**src/rtl/eilf_pkg.sv**
```systemverilog
// Shared constants, coefficient table and controller/datapath command types
// for the elliptic IIR low-pass filter. No dependencies.
package eilf_pkg;

    localparam int SAMPLE_W   = 16;
    localparam int COEF_W     = 24;              // Q6.18
    localparam int COEF_FRAC  = 18;
    localparam int ORDER      = 7;
    localparam int NUM_TAPS   = 2 * ORDER + 1;   // b0..b7, then -a1..-a7
    localparam int STEP_W     = $clog2(NUM_TAPS);
    localparam int TAB_LEN    = 2 ** STEP_W;
    localparam int HIST_IDX_W = $clog2(ORDER);
    localparam int PROD_W     = SAMPLE_W + COEF_W;
    localparam int ACC_W      = 48;
    localparam int NUM_SETS   = 2;
    localparam int COEF_SCALE = 10000;           // table entries are in units of 1e-4

    // Decimal coefficient (units of 1e-4) to Q6.18, ties away from zero.
    // Only evaluated at elaboration.
    function automatic logic signed [COEF_W-1:0] to_fixed(longint c4);
        longint scaled;
        scaled = c4 * (longint'(1) << COEF_FRAC);
        if (scaled >= 0) begin
            scaled = (scaled + COEF_SCALE / 2) / COEF_SCALE;
        end else begin
            scaled = (scaled - COEF_SCALE / 2) / COEF_SCALE;
        end
        return scaled[COEF_W-1:0];
    endfunction

    // Per set, indexed by MAC step: b0..b7 then the negated feedback taps a1..a7.
    localparam logic signed [COEF_W-1:0] COEF_TAB [NUM_SETS][TAB_LEN] = '{
        '{to_fixed(524), to_fixed(-2680), to_fixed(6099), to_fixed(-7881),
          to_fixed(6099), to_fixed(-2680), to_fixed(524), to_fixed(0),
          to_fixed(53037), to_fixed(-119131), to_fixed(144834), to_fixed(-100426),
          to_fixed(37634), to_fixed(-5954), to_fixed(0), to_fixed(0)},
        '{to_fixed(856), to_fixed(-1237), to_fixed(2072), to_fixed(-381),
          to_fixed(-381), to_fixed(2072), to_fixed(-1237), to_fixed(856),
          to_fixed(34902), to_fixed(-68197), to_fixed(82474), to_fixed(-68023),
          to_fixed(36701), to_fixed(-12386), to_fixed(1908), to_fixed(0)}
    };

    typedef struct packed {
        logic              load_x;   // latch new sample, clear accumulator
        logic              mul;      // multiply tap at step
        logic [STEP_W-1:0] step;
        logic              finish;   // round, load output, shift delay lines
    } t_dp_cmd;

    typedef struct packed {
        logic out_free;              // output register can take a result
    } t_dp_status;

endpackage

```
**src/rtl/eilf_in_if.sv**
```systemverilog
// Input sample channel: valid/ready request with one Q1.15 sample.
// Depends on eilf_pkg.
interface eilf_in_if;
    logic                                  valid;
    logic                                  ready;
    logic signed [eilf_pkg::SAMPLE_W-1:0]  sample_in;

    modport source (output valid, output sample_in, input ready);
    modport sink   (input valid, input sample_in, output ready);
endinterface

```
**src/rtl/eilf_out_if.sv**
```systemverilog
// Output result channel: valid/ready request with filtered sample and clip flag.
// Depends on eilf_pkg.
interface eilf_out_if;
    logic                                  valid;
    logic                                  ready;
    logic signed [eilf_pkg::SAMPLE_W-1:0]  sample_out;
    logic                                  clipped;

    modport source (output valid, output sample_out, output clipped, input ready);
    modport sink   (input valid, input sample_out, input clipped, output ready);
endinterface

```
**src/rtl/eilf_ctrl.sv**
```systemverilog
// Sequencer for the filter: steps the shared multiplier through all taps.
// Depends on eilf_pkg.
module eilf_ctrl (
    input  logic                 i_clk,
    input  logic                 i_rst_n,
    input  logic                 i_in_valid,
    output logic                 o_in_ready,
    input  eilf_pkg::t_dp_status i_status,
    output eilf_pkg::t_dp_cmd    o_cmd
);

    typedef enum logic [1:0] {
        S_IDLE,
        S_MAC,
        S_FLUSH,
        S_DONE
    } t_state;

    localparam logic [eilf_pkg::STEP_W-1:0] LAST_STEP =
        eilf_pkg::STEP_W'(eilf_pkg::NUM_TAPS - 1);

    t_state                        r_state;
    logic [eilf_pkg::STEP_W-1:0]   r_step;

    always_ff @(posedge i_clk) begin
        if (!i_rst_n) begin
            r_state <= S_IDLE;
            r_step  <= '0;
        end else begin
            case (r_state)
                S_IDLE: begin
                    if (i_in_valid) begin
                        r_state <= S_MAC;
                        r_step  <= '0;
                    end
                end
                S_MAC: begin
                    if (r_step == LAST_STEP) begin
                        r_state <= S_FLUSH;
                    end else begin
                        r_step <= r_step + eilf_pkg::STEP_W'(1);
                    end
                end
                // last product lands in the accumulator
                S_FLUSH: r_state <= S_DONE;
                S_DONE: begin
                    if (i_status.out_free) begin
                        r_state <= S_IDLE;
                    end
                end
                default: r_state <= S_IDLE;
            endcase
        end
    end

    assign o_in_ready    = (r_state == S_IDLE);
    assign o_cmd.load_x  = o_in_ready && i_in_valid;
    assign o_cmd.mul     = (r_state == S_MAC);
    assign o_cmd.step    = r_step;
    assign o_cmd.finish  = (r_state == S_DONE) && i_status.out_free;

`ifndef SYNTHESIS
    a_accept_starts_mac: assert property (@(posedge i_clk) disable iff (!i_rst_n)
        o_cmd.load_x |=> (r_state == S_MAC && r_step == '0))
        else $error("accepted request did not start the MAC sweep at step 0");

    a_step_range: assert property (@(posedge i_clk) disable iff (!i_rst_n)
        (r_state == S_MAC) |-> (r_step <= LAST_STEP))
        else $error("MAC step beyond last tap");

    a_full_sweep: assert property (@(posedge i_clk) disable iff (!i_rst_n)
        (r_state == S_FLUSH) |-> ($past(r_state) == S_MAC && $past(r_step) == LAST_STEP))
        else $error("flush entered before all taps were multiplied");
`endif

endmodule

```
**src/rtl/eilf_dp.sv**
```systemverilog
// Datapath: delay lines, coefficient select, shared multiplier, accumulator,
// round/saturate and output register. Depends on eilf_pkg.
module eilf_dp (
    input  logic                                  i_clk,
    input  logic                                  i_rst_n,
    input  logic                                  i_cfg_we,
    input  logic                                  i_cfg_wdata,
    input  logic signed [eilf_pkg::SAMPLE_W-1:0]  i_sample_in,
    input  eilf_pkg::t_dp_cmd                     i_cmd,
    output eilf_pkg::t_dp_status                  o_status,
    output logic                                  o_out_valid,
    input  logic                                  i_out_ready,
    output logic signed [eilf_pkg::SAMPLE_W-1:0]  o_sample_out,
    output logic                                  o_clipped
);

    localparam int SHIFT_W = eilf_pkg::ACC_W - eilf_pkg::COEF_FRAC;
    localparam int SW      = eilf_pkg::SAMPLE_W;

    logic                                 r_set;
    logic signed [SW-1:0]                 r_x;
    logic signed [SW-1:0]                 r_xh [eilf_pkg::ORDER];
    logic signed [SW-1:0]                 r_yh [eilf_pkg::ORDER];
    logic signed [eilf_pkg::PROD_W-1:0]   r_prod;
    logic                                 r_prod_vld;
    logic signed [eilf_pkg::ACC_W-1:0]    r_acc;
    logic                                 r_out_vld;
    logic signed [SW-1:0]                 r_out;
    logic                                 r_clip;

    logic [eilf_pkg::STEP_W-1:0]          w_xs;
    logic [eilf_pkg::STEP_W-1:0]          w_ys;
    logic signed [SW-1:0]                 w_opnd;
    logic signed [eilf_pkg::COEF_W-1:0]   w_coef;
    logic signed [eilf_pkg::ACC_W-1:0]    w_rnd;
    logic [SHIFT_W-1:0]                   w_shift;
    logic [SHIFT_W-SW:0]                  w_top;
    logic                                 w_ovf;
    logic signed [SW-1:0]                 w_y;

    // steps 0..ORDER walk the input line (step 0 is the new sample),
    // the remaining steps walk the output line
    assign w_xs = i_cmd.step - eilf_pkg::STEP_W'(1);
    assign w_ys = i_cmd.step - eilf_pkg::STEP_W'(eilf_pkg::ORDER + 1);

    always_comb begin
        if (i_cmd.step == '0) begin
            w_opnd = r_x;
        end else if (i_cmd.step <= eilf_pkg::STEP_W'(eilf_pkg::ORDER)) begin
            w_opnd = r_xh[w_xs[eilf_pkg::HIST_IDX_W-1:0]];
        end else begin
            w_opnd = r_yh[w_ys[eilf_pkg::HIST_IDX_W-1:0]];
        end
    end

    assign w_coef = eilf_pkg::COEF_TAB[r_set][i_cmd.step];

    // round half up, then arithmetic shift to Q1.15
    assign w_rnd   = r_acc + (eilf_pkg::ACC_W'(1) << (eilf_pkg::COEF_FRAC - 1));
    assign w_shift = w_rnd[eilf_pkg::ACC_W-1:eilf_pkg::COEF_FRAC];
    assign w_top   = w_shift[SHIFT_W-1:SW-1];
    assign w_ovf   = !((&w_top) || !(|w_top));

    always_comb begin
        if (!w_ovf) begin
            w_y = signed'(w_shift[SW-1:0]);
        end else if (w_shift[SHIFT_W-1]) begin
            w_y = {1'b1, {(SW-1){1'b0}}};
        end else begin
            w_y = {1'b0, {(SW-1){1'b1}}};
        end
    end

    always_ff @(posedge i_clk) begin
        if (!i_rst_n) begin
            r_set      <= 1'b0;
            r_prod_vld <= 1'b0;
            r_out_vld  <= 1'b0;
            for (int i = 0; i < eilf_pkg::ORDER; i++) begin
                r_xh[i] <= '0;
                r_yh[i] <= '0;
            end
        end else begin
            r_prod_vld <= i_cmd.mul;
            if (i_cfg_we) begin
                r_set <= i_cfg_wdata;
                for (int i = 0; i < eilf_pkg::ORDER; i++) begin
                    r_xh[i] <= '0;
                    r_yh[i] <= '0;
                end
            end else if (i_cmd.finish) begin
                for (int i = eilf_pkg::ORDER - 1; i > 0; i--) begin
                    r_xh[i] <= r_xh[i-1];
                    r_yh[i] <= r_yh[i-1];
                end
                r_xh[0] <= r_x;
                r_yh[0] <= w_y;
            end
            if (i_cmd.finish) begin
                r_out_vld <= 1'b1;
            end else if (i_out_ready) begin
                r_out_vld <= 1'b0;
            end
        end
    end

    always_ff @(posedge i_clk) begin
        if (i_cmd.load_x) begin
            r_x <= i_sample_in;
        end
        if (i_cmd.mul) begin
            r_prod <= w_coef * w_opnd;
        end
        if (i_cmd.load_x) begin
            r_acc <= '0;
        end else if (r_prod_vld) begin
            r_acc <= r_acc + {{(eilf_pkg::ACC_W - eilf_pkg::PROD_W){r_prod[eilf_pkg::PROD_W-1]}},
                              r_prod};
        end
        if (i_cmd.finish) begin
            r_out  <= w_y;
            r_clip <= w_ovf;
        end
    end

    assign o_status.out_free = !r_out_vld || i_out_ready;
    assign o_out_valid       = r_out_vld;
    assign o_sample_out      = r_out;
    assign o_clipped         = r_clip;

endmodule

```
**src/rtl/elliptic_iir_lowpass_filter.sv**
```systemverilog
// Direct form I IIR low-pass filter, signed Q1.15 in and out. Each sample is
// latched on request, then a single shared 24x16 multiplier works through
// b0..b7 and a1..a7, the last product reaches the 48-bit accumulator and,
// once the output register is free, the sum is rounded, saturated and loaded
// into the output register. The next request
// is taken once the previous result sits in the output register, even if it
// has not been taken yet. Writing i_cfg_wdata with i_cfg_we selects the
// coefficient set (0 sixth-order elliptic, 1 seventh-order) and clears both
// delay lines; write it only while no request is in progress.
// Depends on eilf_pkg, eilf_in_if, eilf_out_if, eilf_ctrl and eilf_dp.
module elliptic_iir_lowpass_filter (
    input  logic        i_clk,
    input  logic        i_rst_n,
    input  logic        i_cfg_we,
    input  logic        i_cfg_wdata,
    eilf_in_if.sink     i_sample,
    eilf_out_if.source  o_result
);

    eilf_pkg::t_dp_cmd     w_cmd;
    eilf_pkg::t_dp_status  w_status;
    logic                  w_in_ready;

    eilf_ctrl u_ctrl (
        .i_clk      (i_clk),
        .i_rst_n    (i_rst_n),
        .i_in_valid (i_sample.valid),
        .o_in_ready (w_in_ready),
        .i_status   (w_status),
        .o_cmd      (w_cmd)
    );

    eilf_dp u_dp (
        .i_clk        (i_clk),
        .i_rst_n      (i_rst_n),
        .i_cfg_we     (i_cfg_we),
        .i_cfg_wdata  (i_cfg_wdata),
        .i_sample_in  (i_sample.sample_in),
        .i_cmd        (w_cmd),
        .o_status     (w_status),
        .o_out_valid  (o_result.valid),
        .i_out_ready  (o_result.ready),
        .o_sample_out (o_result.sample_out),
        .o_clipped    (o_result.clipped)
    );

    assign i_sample.ready = w_in_ready;

endmodule
```
**src/flat_wrapper.sv**
```systemverilog
// flat-port wrapper written by rule: the top's interface ports become plain ports
module elliptic_iir_lowpass_filter_flat 
  (i_clk, i_rst_n, i_cfg_we, i_cfg_wdata, i_sample_valid, i_sample_sample_in, i_sample_ready, o_result_valid, o_result_sample_out, o_result_clipped, o_result_ready);
  eilf_in_if i_sample_i ();
  eilf_out_if o_result_i ();
  input  logic i_clk;
  input  logic i_rst_n;
  input  logic i_cfg_we;
  input  logic i_cfg_wdata;
  input wire logic [$bits(i_sample_i.valid)-1:0] i_sample_valid;
  input wire logic [$bits(i_sample_i.sample_in)-1:0] i_sample_sample_in;
  output wire logic [$bits(i_sample_i.ready)-1:0] i_sample_ready;
  output wire logic [$bits(o_result_i.valid)-1:0] o_result_valid;
  output wire logic [$bits(o_result_i.sample_out)-1:0] o_result_sample_out;
  output wire logic [$bits(o_result_i.clipped)-1:0] o_result_clipped;
  input wire logic [$bits(o_result_i.ready)-1:0] o_result_ready;
  assign i_sample_i.valid = i_sample_valid;
  assign i_sample_i.sample_in = i_sample_sample_in;
  assign i_sample_ready = i_sample_i.ready;
  assign o_result_valid = o_result_i.valid;
  assign o_result_sample_out = o_result_i.sample_out;
  assign o_result_clipped = o_result_i.clipped;
  assign o_result_i.ready = o_result_ready;
  elliptic_iir_lowpass_filter u_core (.i_clk(i_clk), .i_rst_n(i_rst_n), .i_cfg_we(i_cfg_we), .i_cfg_wdata(i_cfg_wdata), .i_sample(i_sample_i), .o_result(o_result_i));
endmodule
```
**config.mk**
```make
export PLATFORM = sky130hd
export DESIGN_NAME = elliptic_iir_lowpass_filter_flat
export DESIGN_NICKNAME = d
export VERILOG_FILES = /design/src/rtl/eilf_pkg.sv /design/src/rtl/eilf_in_if.sv /design/src/rtl/eilf_out_if.sv /design/src/rtl/eilf_ctrl.sv /design/src/rtl/eilf_dp.sv /design/src/rtl/elliptic_iir_lowpass_filter.sv /design/src/flat_wrapper.sv
export SDC_FILE = /design/constraint.sdc
export NUM_CORES = 2
export LEC_CHECK = 0
export ABC_AREA = 1
export BUFFER_PORTS_ARGS = -buffer_cell sky130_fd_sc_hd__buf_2
export CORE_MARGIN = 2
export CORE_UTILIZATION = 40
export CTS_CLUSTER_DIAMETER = 200
export CTS_CLUSTER_SIZE = 28
export DETAILED_ROUTE_END_ITERATION = 10
export PLACE_DENSITY_LB_ADDON = 0.08
export SLEW_MARGIN = 20
export SYNTH_ARGS = -nofsm -noshare
export SYNTH_HDL_FRONTEND = slang
export SYNTH_SLANG_ARGS = --single-unit
```
**constraint.sdc**
```tcl
create_clock -name i_clk -period 8.3 [get_ports i_clk]
set_clock_uncertainty 0.2 [all_clocks]
set_input_delay 0.415 -clock i_clk [delete_from_list [all_inputs] [get_ports i_clk]]
set_output_delay 0.415 -clock i_clk [all_outputs]
set_load 0.05 [all_outputs]
```
[Word level (Yosys, flattened, before mapping)]
Memories as Yosys holds them, arrays and structs flattened.
Cells that the tools add are included.
Word-level totals
  register bits: 130
  memory bits (writable): 224
  input bits: 22
  output and inout bits: 19
  word-level logic and storage cells: 129
  memories kept: 2
Memories
  u_core.u_dp.r_xh: depth 7, bits a word 16, rd ports 7, clocked after Yosys merged registers in 0, write ports 7, line eilf_dp.sv:22  | logic signed [SW-1:0] r_xh [eilf_pkg::ORDER];
  u_core.u_dp.r_yh: depth 7, bits a word 16, rd ports 7, clocked after Yosys merged registers in 0, write ports 7, line eilf_dp.sv:23  | logic signed [SW-1:0] r_yh [eilf_pkg::ORDER];
Cells by class
  add/subtract/negate cells: 5
  multipliers: 1
  $lt $le $gt $ge: 3
  equality and inequality tests: 8
  mux-type cells: 55
  bitwise logic cells: 30
  reductions and logical operators: 15
Operators by type and width (number)
  $mux 384: 2
  $mux 16: 32
  $mux 375: 1
  $bmux 24 s4: 1
  $add 48x19->48 const B: 1
  $add 48x48->48: 1
  $mux 24: 2
  $mul 24x16->40: 1
  $or 1x1->1: 28
  $reduce_and 15->1: 1
  $reduce_or 15->1: 1
  $mux 1: 10
  $mux 4: 2
  $pmux 2 s4: 1
  $pmux 4 s2: 1
  $mux 2: 3
  $ne 2x2->1 const B: 3
  $reduce_and 3->1: 2
  $sub 3x1->3 const B: 2
  $ge 5x5->1 const B: 1
  $not 4->5: 1
  $add 4x1->4 const B: 1
  $eq 2x2->1 const B: 2
  $eq 4x4->1 const B: 1
  11 further kinds: 16

[Longest topological paths before layout]
  word-level depth: 8
  mapped depth: 39
  gate-level depth less buffers: 36

[Modules after synthesis]
From an unflattened synthesis, not the netlist that was laid out.
Unflattened totals
  cells, all modules: 4252
  area total of the unflattened synthesis: 33828.7 um^2
Modules (own cells, without submodules)
  eilf_dp: times used 1, cells an instance 4186, area an instance 33364.5 um^2, sequential area each 9298.9 um^2
  eilf_ctrl: times used 1, cells an instance 66, area an instance 464.2 um^2, sequential area each 120.1 um^2

[Least setup slack after synthesis]
Ideal clock, no wire load.
  path type: flip-flop to flip-flop
  start point: reg u_core.u_ctrl.r_step[0] in the netlist's numbering
  end point: reg u_core.u_dp.r_prod[39] in the netlist's numbering, data pin
  setup time: 260 ps
  data arrival time: 7159 ps
  required time: 7840 ps
  setup slack: 680 ps
  stages on the path, launching flop included: 34
  path buffers: 4
  clock period less this slack: 7620 ps
  path through: dfxtp_1 inv_2 buf_2 buf_2 ha_1 inv_1 clkbuf_1 o21ai_0 o22ai_1 nor2_1 a31oi_1 o21ai_0 o21ai_1 buf_2 nand2_1 fa_1 inv_1 fa_1 inv_1 fa_1 inv_1 fa_1 inv_1 fa_1 inv_1 fa_1 ha_1 nand2_1 nor2_1 inv_1 nor4_1 o21ai_0 nand3_1 xor2_1
Between the ends
  word-level cells in the longest chain between the ends: 5
  elaborated cells between the ends (all ways): 13
  classes of those cells: add/sub: 2; mul: 1; order compare: 1; mux: 5; bitwise: 1; reduce/logical: 1; memory: 2
Ends and longest elaborated chain
  start: declaration: line eilf_ctrl.sv:23  | logic [eilf_pkg::STEP_W-1:0] r_step;
  start signal: assignment: line eilf_ctrl.sv:41  | r_step <= r_step + eilf_pkg::STEP_W'(1);
  $sub 3x1->3 (tied with other cells): line eilf_dp.sv:44  | assign w_ys = i_cmd.step - eilf_pkg::STEP_W'(eilf_pkg::ORDER + 1);
  $mem_v2 7x16 (tied with other cells)
  $mux 16 / $mux 24 (equally long branches): line eilf_dp.sv:49, eilf_dp.sv:56
  $mux 16 / $mux 24 (equally long branches): line eilf_dp.sv:47, eilf_dp.sv:56
  $mul 24x16->40 (*): line eilf_dp.sv:112  | r_prod <= w_coef * w_opnd;
  end signal: assignment: line eilf_dp.sv:112
  end: declaration: line eilf_dp.sv:24  | logic signed [eilf_pkg::PROD_W-1:0] r_prod;
Every way passes the cells marked *; elsewhere a longest branch is shown, timed or not. The select of a mux whose other input is x is not followed.
A chain may end at the register's enable or synchronous reset.

[Worst setup path in the final report]
  start point: reg u_core.u_dp.r_set
  end point: reg u_core.u_dp.r_prod[30] in the netlist's numbering, data pin
Between the ends
  word-level cells in the longest chain between the ends: 8
Ends and longest elaborated chain
  start: declaration: line eilf_dp.sv:20  | logic r_set;
  start signal: assignment: line eilf_dp.sv:86  | r_set <= i_cfg_wdata;
  $not 1->2 (implied by the code): line eilf_dp.sv:56  | assign w_coef = eilf_pkg::COEF_TAB[r_set][i_cmd.step];
  $mux 375 (implied by the code): line eilf_dp.sv:56
  $mux 384 (implied by the code) (2 in series): line eilf_dp.sv:56
  $bmux 24 s4: line eilf_dp.sv:56
  $mux 24 (implied by the code) (2 in series): line eilf_dp.sv:56
  $mul 24x16->40: line eilf_dp.sv:112
Every way passes these cells. The select of a mux whose other input is x is not followed.

==> flow_metrics.env <==
export IMPL_fin_nets=4965
export IMPL_synth_cell_type_count=49
export IMPL_drc_errors=0
export IMPL_fin_hold_ws_ps=153.3
export IMPL_hpwlAfterDp_um=81820
export IMPL_worstPathCellList="inv_1 -> ha_1 -> nor2_1 -> o21ai_0 -> o21ai_1 -> buf_4 -> nand2_1 -> fa_1 -> inv_1 -> fa_1 -> fa_1 -> fa_1 -> fa_1 -> inv_1 -> fa_1 -> inv_1 -> ha_1 -> buf_4 -> a21o_1 -> a31oi_1 -> o21ai_0 -> o21bai_1 -> a21oi_1 -> xor2_1"
export IMPL_first_pass_iters=5
export IMPL_io_buffer_count=40
export IMPL_topRoutingLayerUsed="met4"
export IMPL_fin_crit_ps=7912
export IMPL_die_area_um2=87710
export IMPL_cts_root_buf="clkbuf_16"
export IMPL_async_flop_share_pct=0
export IMPL_grt_max_degree=99
export IMPL_viasPerCell=4.976
export IMPL_synth_top_area_share_pct=21.46
export IMPL_grt_pass1_wl_um=166100
export IMPL_drt_iter0_drc=1830
export IMPL_synth_edf_count=233
export IMPL_die_w_um=296.2
export IMPL_hp_class="primary input to flip-flop"
export IMPL_cts_tree="yes"
export IMPL_status="finished, final reports clean"
export IMPL_synth_area_um2=34140
export IMPL_syn_nets=4947
export IMPL_antenna_found_initial=0
export IMPL_cts_buffer_depth=3
export IMPL_design_area_um2=36770
export IMPL_finalCritPeriodShare_pct=95.33
export IMPL_synth_area_leaders="fa_1 21%, edfxtp_1 20%, inv_1 11%"
export IMPL_io_pins=41
export IMPL_relSlewSlack_pct=35.09
export IMPL_h_tree_depth=1
export IMPL_ys_top_cells_by_count="967 x inv_1, 845 x nand2_1, 591 x nor2_1"
export IMPL_initial_core_util_pct=40.23
export IMPL_fin_setup_tns_ps=0
export IMPL_cts_clk_slew_worst_paths_ps=130
export IMPL_routed_wl_um=104800
export IMPL_max_cap_violations=0
export IMPL_rsz0062_at_grt="true"
export IMPL_netlist_instances=4398
export IMPL_vias=27718
export IMPL_pre_cts_slack_ps=224.5
export IMPL_numCtsBuffers=16
export IMPL_worstSetupStartpointType="flip-flop"
export IMPL_worstSetupEndpointType="flip-flop"
export IMPL_wl_met2_um=48710
export IMPL_ys_seq_area_share_pct=27.76
export IMPL_yosys_cell_count_top_type="inv_1"
export IMPL_worst_path_largest_cell_delay_ps=640
export IMPL_clk_latency_ps=560
export IMPL_setup_viol=0
export IMPL_core_rowCount=107
export IMPL_clkSinkCount=357
export IMPL_final_hold_viol_count=0
export IMPL_post_dp_cell_area_um2=36020
export IMPL_met1_length_um=49110
export IMPL_antenna_cells=0
export IMPL_fin_ws_ps=387.6
export IMPL_cp_max_fo=10
export IMPL_fillCellCount=8894
export IMPL_critPathKind="flip-flop to flip-flop"
export IMPL_worstPathArrival_ps=8080
export IMPL_ys_seq_elements=357
export IMPL_die_h_um=296.2
export IMPL_wl_met3_um=5261
export IMPL_path_common_cell="fa_1"
export IMPL_overflow=0
export IMPL_cpMaxStageDelayCell="fa_1"
export IMPL_grt_util_all_layers_pct=24.53
export IMPL_core_area_um2=84880
export IMPL_worstMarginPinSlew_ps=961.5
export IMPL_synth_warnings=0
export IMPL_worstPathRequired_ps=8470
export IMPL_drive_gt1_share_pct=5.535
export IMPL_gp_routability_congestion=0.9269
export IMPL_slew_viol_final=0
export IMPL_synth_top_area_cell="fa_1"
export IMPL_ant_nets=0
export IMPL_areaGrowthSynthToFinish_pct=7.681
export IMPL_syn_area_per_cell_um2=7.763
export IMPL_grt_pass1_vias=28246
export IMPL_ys_flop_type="edfxtp_1"
export IMPL_fmax_mhz=126.4
export IMPL_wl_per_cell_um=18.81
[sequential cells by signal (all words and copies together) (netlist names), named ones only]
signal / flops
u_core.u_ctrl.r_state: 2
u_core.u_ctrl.r_step: 4
u_core.u_dp.o_clipped: 1
u_core.u_dp.o_out_valid: 1
u_core.u_dp.o_sample_out: 16
u_core.u_dp.r_acc: 48
u_core.u_dp.r_prod: 40
u_core.u_dp.r_prod_vld: 1
u_core.u_dp.r_set: 1
u_core.u_dp.r_x: 16
u_core.u_dp.r_xh: 112
u_core.u_dp.r_yh: 112
[cells by family (layout without fill, tap and decap cells)]
logic type	Yosys count	after routing	synth area share, %
DFF	357	357	27.76
and+or+nand+nor	1615	1615	18.68
buffers and inverters	1141	1169	12.81
adders and majority gates	527	527	27.36
xor gates and xnor gates	80	80	2.096
AOI/OAI and AO/OA	674	674	11.17
muxes	4	4	0.1173
[per-stage QoR]
step           util (%)  instances
4_1_cts           43.20       5565
6_report          43.32       5570
3_5_place_dp      42.44       5520
2_1_floorplan         -       4398
3_3_place_gp      42.44       5520
5_1_grt           43.32       5570
[routing by layer]
| layer | vias to the layer above | global-route usage (%) |
|---|---|---|
| li1 | 13555 | - |
| met1 | 13444 | 35.51 |
| met2 | 637 | 40.59 |
| met3 | 82 | 2.151 |
| met4 | 0 | 3.917 |
| met5 | - | 0 |
[layout make-up]
class | instances | area (um2) | area share, %
multi-input cells | 2900 | 20400 | 55.48
repair buffers | 161 | 1300 | 3.536
flip-flops and latches | 357 | 9483 | 25.79
inverters | 980 | 3684 | 10.02
well taps | 1144 | 1431 | 3.893
clock buffers | 27 | 462.9 | 1.259
clock inverters | 1 | 8.758 | 0.02382
[what timing repair did]
| action | CTS | global route |
|---|---|---|
| setup buffers | 0 | 5 |
| setup endpoints to repair | 0 | 16 |
| endpoints found under the hold margin | 18 | 0 |
| hold buffers | 17 | 0 |
| gates resized for setup | 0 | 20 |
[layout by cell type, fill, tap and decap left out, drive strengths merged, types with 6 or more instances in the layout]
master       count
a32o            16
o22ai           21
a21boi           7
a21o            12
nand4           14
o32ai            8
clkbuf          27
ha             161
nor2           605
nor3            14
a21oi          235
dlygate4sd3     17
a211oi          11
xnor2           16
o21bai          17
nand3          111
o221ai           6
buf            144
fa             366
o211ai          13
nand2          861
edfxtp         233
inv            977
o21ai          288
dfxtp          124
xor2            64
a31oi           29
[path summary, 6_finish.rpt]
check | startpoint | endpoint | slack (ps) | depth (start not counted)
worst min-delay path | o_result_ready | u_core.u_dp.o_out_valid | 150 | 4
worst max register to register | u_core.u_dp.r_set | u_core.u_dp.r_prod[30] | 390 | 24
worst min register to register | u_core.u_dp.r_yh[3][4] | u_core.u_dp.r_yh[3][4] | 290 | 2
worst max-delay path | u_core.u_dp.r_set | u_core.u_dp.r_prod[30] | 390 | 24
[critical path: cells and delay by family, from the launching register on]
kind | cells | cell delay, ps
flip-flops | 1 | 470
adder cells (fa/ha/maj) | 8 | 3700
XOR/XNOR | 1 | 300
AO/OA/AOI/OAI | 7 | 1730
AND/OR/NAND/NOR | 2 | 490
buffers and inverters | 6 | 830
Power is not shown: default switching activity piles up to over one toggle a cycle in this logic, so the estimate is an artifact.
